## config.mk

```make
export PLATFORM = sky130hd
export DESIGN_NAME = timed_blind_position_controller_core
export DESIGN_NICKNAME = d
export VERILOG_FILES = /design/src/sv/tbpc_pkg.sv /design/src/sv/timed_blind_position_controller_core.sv
export VERILOG_INCLUDE_DIRS = /design/src /design/src/sv
export SDC_FILE = /design/constraint.sdc
export NUM_CORES = 1
export LEC_CHECK = 0
export ABC_AREA = 1
export BUFFER_PORTS_ARGS = -buffer_cell sky130_fd_sc_hd__buf_2
export CORE_UTILIZATION = 40
export DETAILED_ROUTE_END_ITERATION = 8
export GPL_TIMING_DRIVEN = 0
export PLACE_DENSITY = 0.55
export SLEW_MARGIN = 20
export SYNTH_ARGS = -nofsm -noshare
export SYNTH_HDL_FRONTEND = slang
export SYNTH_SLANG_ARGS = --single-unit
```

## constraint.sdc

```tcl
create_clock -name aclk -period 10.7 [get_ports aclk]
set_input_delay 2.14 -clock aclk [delete_from_list [all_inputs] [get_ports aclk]]
set_output_delay 2.14 -clock aclk [all_outputs]
set_load 0.01 [all_outputs]
```

## src/sv/timed_blind_position_controller_core_macros.svh

```systemverilog
// Assertion macros for the timed blind position controller core.
`ifndef TIMED_BLIND_POSITION_CONTROLLER_CORE_MACROS_SVH
`define TIMED_BLIND_POSITION_CONTROLLER_CORE_MACROS_SVH

// Same-cycle implication, checked outside reset.
`define TBPC_ASSERT_NOW(lbl, ant, cons) \
    lbl: assert property (@(posedge aclk) disable iff (!aresetn) (ant) |-> (cons)) \
        else $error("tbpc check failed");

// Next-cycle implication, checked outside reset.
`define TBPC_ASSERT_NEXT(lbl, ant, cons) \
    lbl: assert property (@(posedge aclk) disable iff (!aresetn) (ant) |=> (cons)) \
        else $error("tbpc check failed");

`endif

```

## src/sv/tbpc_pkg.sv

```systemverilog
// Package: constants and codes of the timed blind position controller.
`default_nettype none
package tbpc_pkg;
    localparam int TICK_W = 13;
    localparam int PCT_W  = 8;
    localparam int COV_W  = 7;
    localparam int MODE_W = 8;
    localparam int MAG_W  = 20;
    localparam int IDX_W  = 2;

    localparam logic [TICK_W-1:0] TOP_POS_RST  = 13'd500;
    localparam logic [TICK_W-1:0] BOT_POS_RST  = 13'd4650;
    localparam logic [TICK_W-1:0] TOP_LIM_RST  = 13'd200;
    localparam logic [TICK_W-1:0] BOT_LIM_RST  = 13'd4950;

    localparam logic [PCT_W-1:0] PCT_FULL_OPEN  = 8'd0;
    localparam logic [PCT_W-1:0] PCT_FULL_CLOSE = 8'd100;
    localparam logic [MAG_W-1:0] DIV_ROUND_UP   = 20'd99;

    // floor(m / 100) = (m * RECIP_100) >> RECIP_SHIFT for m < 2^20
    localparam int RECIP_SHIFT = 27;
    localparam logic [20:0] RECIP_100 = 21'd1342178;

    localparam logic OP_TICK  = 1'b0;
    localparam logic OP_COVER = 1'b1;

    localparam logic [IDX_W-1:0] REG_TOP_POS = 2'd0;
    localparam logic [IDX_W-1:0] REG_BOT_POS = 2'd1;
    localparam logic [IDX_W-1:0] REG_TOP_LIM = 2'd2;
    localparam logic [IDX_W-1:0] REG_BOT_LIM = 2'd3;
endpackage
`default_nettype wire

```

## src/sv/timed_blind_position_controller_core.sv

```systemverilog
// Top level: roller blind position estimator driven by ticks and cover commands.
// One item in, one result out, one item per cycle sustained while m_tready holds high.
// From acceptance to result: after the input register come the |bottom-top| * percent
// product, the reciprocal division by 100, then the state update whose new state is the
// result register. Only the last stage reads the position state, so items follow each
// other without gaps. Configuration writes are always taken (cfg_ready high) and must
// happen with the block idle.
`default_nettype none
`include "timed_blind_position_controller_core_macros.svh"
module timed_blind_position_controller_core
    import tbpc_pkg::*;
(
    input  wire logic              aclk,
    input  wire logic              aresetn,
    input  wire logic              s_tvalid,
    output      logic              s_tready,
    input  wire logic [15:0]       s_tdata,   // cover_percent[7:0], blind_mode[15:8]
    input  wire logic              s_tuser,   // operation
    output      logic              m_tvalid,
    input  wire logic              m_tready,
    output      logic [47:0]       m_tdata,   // motor_running, moving_up, position_ticks,
                                              // target_ticks, current_cover, current_mode
    input  wire logic              cfg_valid,
    output      logic              cfg_ready,
    input  wire logic [IDX_W-1:0]  cfg_index,
    input  wire logic [TICK_W-1:0] cfg_data
);
    logic [TICK_W-1:0] top_pos_reg, bot_pos_reg, top_lim_reg, bot_lim_reg;

    logic              v0_reg, v1_reg, v2_reg, m_tvalid_reg;
    logic              op0_reg, op1_reg, op2_reg;
    logic [PCT_W-1:0]  pct0_reg, pct1_reg, pct2_reg;
    logic [MODE_W-1:0] mb0_reg, mb1_reg, mb2_reg;
    logic [MAG_W-1:0]  mag1_reg;
    logic              neg1_reg, neg2_reg;
    logic [TICK_W-1:0] q2_reg;

    logic [TICK_W-1:0] pos_reg, pos_next, tgt_reg, tgt_next;
    logic              up_reg, up_next, run_reg, run_next;
    logic [COV_W-1:0]  cov_reg, cov_next;
    logic [MODE_W-1:0] mode_reg, mode_next;

    logic adv0, adv1, adv2;
    logic signed [TICK_W:0] diff;
    logic [TICK_W:0]        abs_diff;
    logic [MAG_W-1:0]       mag_next, m_adj;
    logic [40:0]            prod;
    logic [TICK_W-1:0]      interp, cmd_tgt, pos_dec, pos_inc;

    assign adv2     = !m_tvalid_reg || m_tready;
    assign adv1     = !v2_reg || adv2;
    assign adv0     = !v1_reg || adv1;
    assign s_tready = !v0_reg || adv0;
    assign cfg_ready = 1'b1;

    // config registers
    always_ff @(posedge aclk) begin
        if (!aresetn) begin
            top_pos_reg <= TOP_POS_RST;
            bot_pos_reg <= BOT_POS_RST;
            top_lim_reg <= TOP_LIM_RST;
            bot_lim_reg <= BOT_LIM_RST;
        end else if (cfg_valid) begin
            unique case (cfg_index)
                REG_TOP_POS: top_pos_reg <= cfg_data;
                REG_BOT_POS: bot_pos_reg <= cfg_data;
                REG_TOP_LIM: top_lim_reg <= cfg_data;
                REG_BOT_LIM: bot_lim_reg <= cfg_data;
                default: ;
            endcase
        end
    end

    // stage 1: |bottom - top| * percent
    always_comb begin
        diff     = $signed({1'b0, bot_pos_reg}) - $signed({1'b0, top_pos_reg});
        abs_diff = diff[TICK_W] ? 14'(-diff) : 14'(diff);
        mag_next = MAG_W'(pct0_reg[COV_W-1:0] * abs_diff[TICK_W-1:0]);
    end

    // stage 2: floor division by 100, rounding toward minus infinity when negative
    always_comb begin
        m_adj = neg1_reg ? mag1_reg + DIV_ROUND_UP : mag1_reg;
        prod  = m_adj * RECIP_100;
    end

    always_ff @(posedge aclk) begin
        if (!aresetn) begin
            v0_reg <= 1'b0;
            v1_reg <= 1'b0;
            v2_reg <= 1'b0;
        end else begin
            if (s_tready) v0_reg <= s_tvalid;
            if (adv0)     v1_reg <= v0_reg;
            if (adv1)     v2_reg <= v1_reg;
        end
    end

    always_ff @(posedge aclk) begin
        if (s_tready) begin
            op0_reg  <= s_tuser;
            pct0_reg <= s_tdata[7:0];
            mb0_reg  <= s_tdata[15:8];
        end
        if (adv0) begin
            op1_reg  <= op0_reg;
            pct1_reg <= pct0_reg;
            mb1_reg  <= mb0_reg;
            mag1_reg <= mag_next;
            neg1_reg <= diff[TICK_W];
        end
        if (adv1) begin
            op2_reg  <= op1_reg;
            pct2_reg <= pct1_reg;
            mb2_reg  <= mb1_reg;
            q2_reg   <= prod[RECIP_SHIFT+TICK_W-1:RECIP_SHIFT];
            neg2_reg <= neg1_reg;
        end
    end

    // stage 3: state update
    always_comb begin
        interp = neg2_reg ? top_pos_reg - q2_reg : top_pos_reg + q2_reg;
        if (pct2_reg == PCT_FULL_OPEN) begin
            cmd_tgt = top_lim_reg;
        end else if (pct2_reg == PCT_FULL_CLOSE) begin
            cmd_tgt = bot_lim_reg;
        end else begin
            cmd_tgt = interp;
        end
        pos_dec   = pos_reg - 13'd1;
        pos_inc   = pos_reg + 13'd1;
        pos_next  = pos_reg;
        tgt_next  = tgt_reg;
        up_next   = up_reg;
        run_next  = run_reg;
        cov_next  = cov_reg;
        mode_next = mode_reg;
        if (op2_reg == OP_COVER) begin
            mode_next = mb2_reg;
            if (pct2_reg <= PCT_FULL_CLOSE && pct2_reg != {1'b0, cov_reg}) begin
                cov_next = pct2_reg[COV_W-1:0];
                tgt_next = cmd_tgt;
                if (cmd_tgt != pos_reg) begin
                    up_next  = cmd_tgt < pos_reg;
                    run_next = 1'b1;
                end
            end
        end else if (run_reg) begin
            if (up_reg) begin
                pos_next = pos_dec;
                if (pos_dec <= tgt_reg || pos_dec < top_lim_reg) begin
                    run_next = 1'b0;
                    if (pos_dec <= top_lim_reg) pos_next = top_pos_reg;
                end
            end else begin
                pos_next = pos_inc;
                if (pos_inc >= tgt_reg || pos_inc > bot_lim_reg) begin
                    run_next = 1'b0;
                    if (pos_inc >= bot_lim_reg) pos_next = bot_pos_reg;
                end
            end
        end
    end

    always_ff @(posedge aclk) begin
        if (!aresetn) begin
            pos_reg      <= BOT_POS_RST;
            tgt_reg      <= TOP_LIM_RST;
            up_reg       <= 1'b1;
            run_reg      <= 1'b1;
            cov_reg      <= '0;
            mode_reg     <= '0;
            m_tvalid_reg <= 1'b0;
        end else if (adv2) begin
            m_tvalid_reg <= v2_reg;
            if (v2_reg) begin
                pos_reg  <= pos_next;
                tgt_reg  <= tgt_next;
                up_reg   <= up_next;
                run_reg  <= run_next;
                cov_reg  <= cov_next;
                mode_reg <= mode_next;
            end
        end
    end

    assign m_tvalid = m_tvalid_reg;
    assign m_tdata  = {5'd0, mode_reg, cov_reg, tgt_reg, pos_reg, up_reg, run_reg};

    `TBPC_ASSERT_NEXT(a_pos_hold, !(v2_reg && adv2), $stable(pos_reg) && $stable(tgt_reg))
    `TBPC_ASSERT_NEXT(a_result_out, v2_reg && adv2, m_tvalid)
    `TBPC_ASSERT_NEXT(a_bad_pct, v2_reg && adv2 && op2_reg == OP_COVER && pct2_reg > PCT_FULL_CLOSE,
        $stable(tgt_reg) && $stable(cov_reg))
    `TBPC_ASSERT_NOW(a_ready_empty, !v0_reg, s_tready)
endmodule
`default_nettype wire

```

==> Flow_metrics.wiki, run 1 <==
{| class="wikitable"
! Metric !! Value
|-
| Area Growth Syn to Fin || 8.58%
|-
| Distinct cell type count of the synthesized netlist || 61
|-
| Max transition margin || between 30% and 40%
|-
| Library cell appearing most often on the critical path || sky130_fd_sc_hd__fa_1
|-
| Total count of hold-check failures in the final report || 0
|-
| Diodes inserted || 0
|-
| Number of detailed-routing iterations run before antenna repair || 9
|-
| Period utilisation layout || a little over two thirds
|-
| Global-route wire length before repair || about 100000 µm
|-
| Routability-driven placement congestion ratio || approximately 0.95
|-
| Maximum cell stage delay along the critical path || between 0.5 and 0.6 ns
|-
| Vertical die dimension || 237 µm
|-
| Slack of the critical path || about 3.2 ns
|-
| Overall via count from detail_route || 18400
|-
| Placeable core region || roughly 0.054 mm²
|-
| Setup repair bufs after CTS || 0
|-
| Nature of the critical path endpoint || flop
|-
| Area share of the leading cell type in the synthesized netlist || between 10% and 20%
|-
| Number of top-level pins || between 80 and 90
|-
| Critical path fanouts, max || 8
|-
| Number of enable flip-flop cells after synthesis || 86
|-
| Synth area leader || sky130_fd_sc_hd__ha_1
|-
| Pin count of the biggest net entering global routing || 39
|-
| Post-route minimum period || 7.54 ns
|-
| Number of core rows || 85
|-
| Avg Cell Area, Syn || 8.01 µm²
|-
| CP startpoint kind || flop
|-
| Synthesized instance count || 2764
|-
| Number of synthesized register bits || 185
|-
| RSZ-0062 raised after global routing || no
|-
| Number of buffers added by the clock tree synthesis step || 17
|-
| TritonCTS clock tree || built
|-
| Gates resized, CTS repair || 0
|-
| Register area share after synthesis || around a fifth
|-
| Dpl hpwl || 54300 µm
|-
| Proportion of register bits with asynchronous set or reset after synthesis || 0%
|-
| Routed WL per cell || between 15 and 20 µm
|-
| Cell with the biggest individual delay on the critical path || sky130_fd_sc_hd__fa_1
|-
| Worst Clk Skew || about 0.019 ns
|-
| Clock insertion delay at the later pin of the skew report || roughly 0.47 ns
|-
| Hold buffer count at cts || 0
|-
| Num Clock Sinks || 185
|-
| Pins over their slew limit || 0
|-
| Clock-pin transition on the worst setup and hold timing paths || 0.08 ns
|-
| Longest Clk Path Bufs || 2
|-
| Die width || between 200 and 250 µm
|-
| # H-tree levels || 4
|-
| Antenna violations before repair || 1
|-
| Ys Warns || 0
|-
| Most area-consuming cells after synthesis || sky130_fd_sc_hd__ha_1 (19%), sky130_fd_sc_hd__fa_1 (17%), sky130_fd_sc_hd__edfxtp_1 (12%)
|-
| Status || finished, final reports clean
|-
| Total Nets Final || about 3400
|-
| DRC || 0
|-
| Synthesized cell area || roughly 0.022 mm²
|-
| Clock tree root buffer cell || sky130_fd_sc_hd__clkbuf_16
|-
| Initial core utilization || just over 40%
|-
| Port buffer count || just over 80
|-
| Total global routing overflow || 0
|-
| Maximum capacitance violations || 0
|-
| Violation count after the first detailed-route iteration || roughly 1300
|-
| Via count of the first global-routing pass || 18200
|-
| Final setup violation count || 0
|-
| Place WS || ~3.1 ns
|-
| Die footprint || roughly 0.056 mm²
|-
| Aggregate negative setup slack || 0 ns
|-
| Top cells by count, synth || sky130_fd_sc_hd__inv_1 (572), sky130_fd_sc_hd__nand2_1 (461), sky130_fd_sc_hd__ha_1 (338)
|-
| Placement Cell Area || around 0.023 mm²
|-
| Data arrival time of the worst path || slightly below 8 ns
|-
| GRT Resource Usage Total || 23.1%
|-
| Proportion of layout cells with a drive suffix above 1 || between 7 and 8%
|-
| Critical path data required time || 10.92 ns
|-
| Count of antenna-violating nets left after detailed routing || 0
|-
| Predominant post-synthesis flop cell || sky130_fd_sc_hd__dfxtp_1
|-
| Most used standard cell by instance count after synthesis || sky130_fd_sc_hd__inv_1
|-
| Final design utilization || 44.3%
|-
| Type of the worst setup path || flop to flop
|-
| Final design instance area without fill || 0.0240 mm²
|-
| Worst Max-Slew Pin Slew || roughly 1 ns
|-
| Max reg flops || 20
|-
| Hold Crit Class || flop to flop
|-
| Maximum clock rate || between 0.1 and 0.15 GHz
|-
| Mean number of vias per cell || roughly 5.1
|-
| Drt total wl || ~64000 µm
|}
[per-stage QoR]
step / hold WS [ns] / std cells
floorplan: 0.400 / 2768
global placement: 0.401 / 3545
detailed placement: 0.405 / 3545
CTS: 0.421 / 3577
global route: 0.428 / 3577
finish: 0.423 / 3577
[worst max-delay path, delay by kind of cell (launching register included)]
| family | cells | cell delay (ns) |
|---|---|---|
| adder cells (fa/ha/maj) | 9 | 3.88 |
| AND/OR/NAND/NOR | 8 | 1.08 |
| AO/OA/AOI/OAI | 4 | 0.71 |
| buffers and inverters | 5 | 0.65 |
| XOR/XNOR | 2 | 0.56 |
| flip-flops | 1 | 0.38 |
[layout by cell type, fill, tap and decap left out, types with 6 or more instances in the layout]
cell type	Yosys	final
sky130_fd_sc_hd__a31oi_1	13	13
sky130_fd_sc_hd__a21oi_1	174	174
sky130_fd_sc_hd__o21bai_1	9	9
sky130_fd_sc_hd__xor2_1	65	62
sky130_fd_sc_hd__nor3_1	23	23
sky130_fd_sc_hd__fa_1	190	190
sky130_fd_sc_hd__nor2_4	6	6
sky130_fd_sc_hd__clkbuf_1	33	34
sky130_fd_sc_hd__clkinv_1	5	6
sky130_fd_sc_hd__ha_1	338	338
sky130_fd_sc_hd__dfxtp_1	99	99
sky130_fd_sc_hd__clkbuf_16	0	17
sky130_fd_sc_hd__nand3_1	150	150
sky130_fd_sc_hd__o211ai_1	17	17
sky130_fd_sc_hd__nand2_2	21	21
sky130_fd_sc_hd__nand3b_1	10	10
sky130_fd_sc_hd__inv_2	14	16
sky130_fd_sc_hd__xnor2_1	20	20
sky130_fd_sc_hd__edfxtp_1	86	86
sky130_fd_sc_hd__inv_1	572	570
sky130_fd_sc_hd__o21ai_0	128	127
sky130_fd_sc_hd__nand2_1	461	461
sky130_fd_sc_hd__buf_4	11	11
sky130_fd_sc_hd__nor2_1	193	193
sky130_fd_sc_hd__xor2_2	4	7
sky130_fd_sc_hd__nor2_2	14	14
sky130_fd_sc_hd__nor4_1	9	9
sky130_fd_sc_hd__a21o_1	13	13
sky130_fd_sc_hd__buf_2	3	84
sky130_fd_sc_hd__nand4_1	28	28
sky130_fd_sc_hd__conb_1	2	6
[area by class of cell]
cell class                      count  area (µm²)
Buffer                             49         236
Clock buffer                       18         429
Timing Repair Buffer               81         405
Multi-Input combinational cell   1942       15200
Sequential cell                   185        4560
Inverter                          592        2220
Fill cell                        5524       30200
Clock inverter                     14         156
Tap cell                          696         871
[layer usage]
layer	wire length [µm]	vias to the layer above	GRT usage (%)
met3	3460	61	3.11
met5	28	-	0
met2	29200	437	38.0
met4	1100	4	4.95
li1	-	9042	-
met1	29900	8821	32.3
[path summary, 6_finish.rpt]
path                                            start               endpoint  slack (ns)  cells after the start
worst max-delay path            mag1_reg[0]$_DFFE_PP_   q2_reg[12]$_DFFE_PP_        3.16                     28
worst min-delay path            pct1_reg[5]$_DFFE_PP_  pct2_reg[5]$_DFFE_PP_        0.42                      0
worst max register to register  mag1_reg[0]$_DFFE_PP_   q2_reg[12]$_DFFE_PP_        3.16                     28
worst min register to register  pct1_reg[5]$_DFFE_PP_  pct2_reg[5]$_DFFE_PP_        0.42                      0
[cell families (layout without fill, tap and decap cells)]
family,count (synthesis),after routing,share of synthesized area [%]
simple gates,940,940,18.7
buf+inv,641,754,11.1
fa+ha+maj,528,528,36.3
compound gates,376,376,9.32
flops,185,185,20.6
xor+xnor,92,92,3.98
other cells,2,6,0.0339
Power of run 1 is not shown: default switching activity piles up to over one toggle a cycle in this logic, so the estimate is an artifact.
==> run 2, diff against run 1 <==
PLACE_DENSITY = 0.57   (was 0.55)
clock period = 6.9 ns   (was 10.7 ns; I/O delays follow)
==> run 2 against run 1 <==
  * Global-route usage barely moved
  * Highest routed layer is now met4
  * Critical path type unchanged
  * Setup slack got worse by 2.9 ns
  * Largest cell class unchanged
  * Fmax rose by 13%
  * Via count increased by 1.7%
  * Final cell count up 1.3%
  * Hold slack worse by 0.0010 ns
==> Flow_metrics.wiki, run 2 (synthesized netlist as in run 1, its figures left out) <==
{| class="wikitable"
! Metric !! Value
|-
| Status || finished, final reports clean (unchanged)
|-
| Final design instance area without fill || 0.0252 mm² (was 0.0240 mm²)
|-
| CP startpoint kind || flop (unchanged)
|-
| Clock tree root buffer cell || sky130_fd_sc_hd__clkbuf_16 (unchanged)
|-
| TritonCTS clock tree || built (unchanged)
|-
| Worst reg2reg startpoint || mag1_reg[1]$_DFFE_PP_ (was mag1_reg[0]$_DFFE_PP_)
|-
| Met3 Track Usage GR || 2.35% (was 3.11%)
|-
| Clock-pin transition on the worst setup and hold timing paths || 0.08 ns (about the same)
|-
| Placeable core region || 0.0542 mm² (unchanged)
|-
| Worst Max-Slew Pin Slew || 0.883 ns (was 1.00 ns)
|-
| Die footprint || 0.0563 mm² (unchanged)
|-
| Worst Clk Skew || 0.0142 ns (was 0.0187 ns)
|-
| Fraction of met1 tracks used by global routing || 31.9% (was 32.3%)
|-
| Num Clock Sinks || 185 (unchanged)
|-
| Mean number of vias per cell || 5.16 (was 5.13)
|-
| Violation count after the first detailed-route iteration || 1384 (was 1340)
|-
| Hold buffer count at cts || 0 (unchanged)
|-
| Aggregate negative setup slack || 0 ns (unchanged)
|-
| Global route hottest layer || met2 (unchanged)
|-
| Number of top-level pins || 88 (unchanged)
|-
| Global-route wire length before repair || 101000 µm (about the same)
|-
| Vertical die dimension || 237 µm (unchanged)
|-
| Number of core rows || 85 (unchanged)
|-
| Number of detailed-routing iterations run before antenna repair || 8 (was 9)
|-
| Library cell appearing most often on the critical path || sky130_fd_sc_hd__inv_1 (was sky130_fd_sc_hd__fa_1)
|-
| Leading cell types in the layout, fill and taps excluded || sky130_fd_sc_hd__inv_1 (560), sky130_fd_sc_hd__nand2_1 (452), sky130_fd_sc_hd__ha_1 (311) (was sky130_fd_sc_hd__inv_1 (570), sky130_fd_sc_hd__nand2_1 (461), sky130_fd_sc_hd__ha_1 (338))
|-
| Routability-driven placement congestion ratio || 0.945 (was 0.954)
|-
| Maximum clock rate || 0.150 GHz (was 0.133 GHz)
|-
| Maximum capacitance violations || 0 (unchanged)
|-
| Overall via count from detail_route || 18700 (was 18400)
|-
| FF-to-FF End || q2_reg[12]$_DFFE_PP_ (unchanged)
|-
| Number of buffers added by the clock tree synthesis step || 17 (unchanged)
|-
| DRC || 0 (unchanged)
|-
| Nature of the critical path endpoint || flop (unchanged)
|-
| Clock insertion delay at the later pin of the skew report || 0.46 ns (was 0.47 ns)
|-
| Post-route minimum period || 6.66 ns (was 7.54 ns)
|-
| Met2 usage in global routing || 38.2% (was 38.0%)
|-
| GRT Resource Usage Total || 23.1% (about the same)
|-
| Total global routing overflow || 0 (unchanged)
|-
| RSZ-0062 raised after global routing || yes (was no)
|-
| Number of buffers and inverters on the critical path || 7 (was 5)
|-
| Drt total wl || 64500 µm (was 63600 µm)
|-
| Hold worst-path end || pct2_reg[3]$_DFFE_PP_ (was pct2_reg[5]$_DFFE_PP_)
|-
| Count of antenna-violating nets left after detailed routing || 0 (unchanged)
|-
| Pin count of the biggest net entering global routing || 34 (was 39)
|-
| Max reg flops || 20 (unchanged)
|-
| Proportion of layout cells with a drive suffix above 1 || 12.3% (was 7.39%)
|-
| Period utilisation layout || 96.6% (was 70.4%)
|-
| Final design utilization || 46.4% (was 44.3%)
|-
| Max transition margin || 40.9% (was 32.9%)
|-
| Most common library cell in the layout ignoring fill and taps || sky130_fd_sc_hd__inv_1 (unchanged)
|-
| Data arrival time of the worst path || 6.88 ns (was 7.75 ns)
|-
| Type of the worst setup path || flop to flop (unchanged)
|-
| Critical path fanouts, max || 10 (was 8)
|-
| Minimum setup slack among reg-to-reg paths || 0.24 ns (was 3.16 ns)
|-
| Longest Clk Path Bufs || 2 (unchanged)
|-
| Dpl hpwl || 53700 µm (was 54300 µm)
|-
| Total count of hold-check failures in the final report || 0 (unchanged)
|-
| Via count of the first global-routing pass || 18600 (was 18200)
|-
| Category of cells accounting for the largest share of critical-path delay || adder cells (unchanged)
|-
| Die width || 237 µm (unchanged)
|-
| Placement Cell Area || 0.0235 mm² (about the same)
|-
| Initial core utilization || 40.8% (unchanged)
|-
| Routed WL per cell || 17.8 µm (about the same)
|-
| Final setup violation count || 0 (unchanged)
|-
| Critical path data required time || 7.11 ns (was 10.92 ns)
|-
| # H-tree levels || 4 (unchanged)
|-
| Antenna violations before repair || 1 (unchanged)
|-
| Total Nets Final || 3477 (was 3433)
|-
| Port buffer count || 81 (unchanged)
|-
| Hold Crit Class || flop to flop (unchanged)
|-
| Maximum cell stage delay along the critical path || 0.56 ns (was 0.53 ns)
|-
| Pins over their slew limit || 0 (unchanged)
|-
| Worst Hold Depth || 0 (unchanged)
|-
| Area Growth Syn to Fin || 13.7% (was 8.58%)
|-
| Cell with the biggest individual delay on the critical path || sky130_fd_sc_hd__fa_1 (unchanged)
|-
| Minimum hold slack || 0.422 ns (was 0.423 ns)
|-
| Depth of the most critical reg-to-reg path || 28 (unchanged)
|-
| Min-Delay Startpoint || pct1_reg[3]$_DFFE_PP_ (was pct1_reg[5]$_DFFE_PP_)
|}
run 2: worst max path at each step:
stage | start | slack (ns) | endpoint | depth (start not counted)
2_1_floorplan | mag1_reg[0]$_DFFE_PP_ | 0.30 | q2_reg[10]$_DFFE_PP_ | 29
3_3_place_gp | mag1_reg[0]$_DFFE_PP_ | -0.75 | q2_reg[10]$_DFFE_PP_ | 29
3_5_place_dp | mag1_reg[0]$_DFFE_PP_ | -0.75 | q2_reg[10]$_DFFE_PP_ | 29
4_1_cts | mag1_reg[0]$_DFFE_PP_ | -0.02 | q2_reg[10]$_DFFE_PP_ | 29
5_1_grt | mag1_reg[3]$_DFFE_PP_ | -0.07 | q2_reg[12]$_DFFE_PP_ | 28
6_report | mag1_reg[1]$_DFFE_PP_ | 0.24 | q2_reg[12]$_DFFE_PP_ | 28
run 2: per-stage QoR:
step	setup WS, ns	cells
5_1_grt	-0.0705	3621
2_1_floorplan	0.302	2768
6_report	0.235	3622
3_5_place_dp	-0.754	3546
3_3_place_gp	-0.753	3545
4_1_cts	-0.0184	3593
run 2: cell type report:
| cell class | instances | area (µm²) |
|---|---|---|
| fill | 5375 | 29100 |
| multi-input combinational | 1942 | 15900 |
| sequential | 185 | 4570 |
| inverter | 592 | 2240 |
| tap | 696 | 871 |
| timing repair buffer | 125 | 768 |
| clock buffer | 18 | 429 |
| buffer | 49 | 239 |
| clock inverter | 14 | 151 |
| antenna | 1 | 2.50 |
run 2: metal layers:
layer  share of wire (%)  up-vias
met5                   0        -
met4                 2.8        0
met3                 4.3       88
met2                  46      476
met1                  47     8994
li1                    -     9119
run 2: repair_timing:
| item | CTS | global route |
|---|---|---|
| gates cloned | 0 | 0 |
| setup buffers | 15 | 28 |
| resized for setup | 26 | 113 |
| setup endpoints to repair | 13 | 19 |
| pin swaps | 4 | 46 |
Power of run 2 is left out for the same reason.
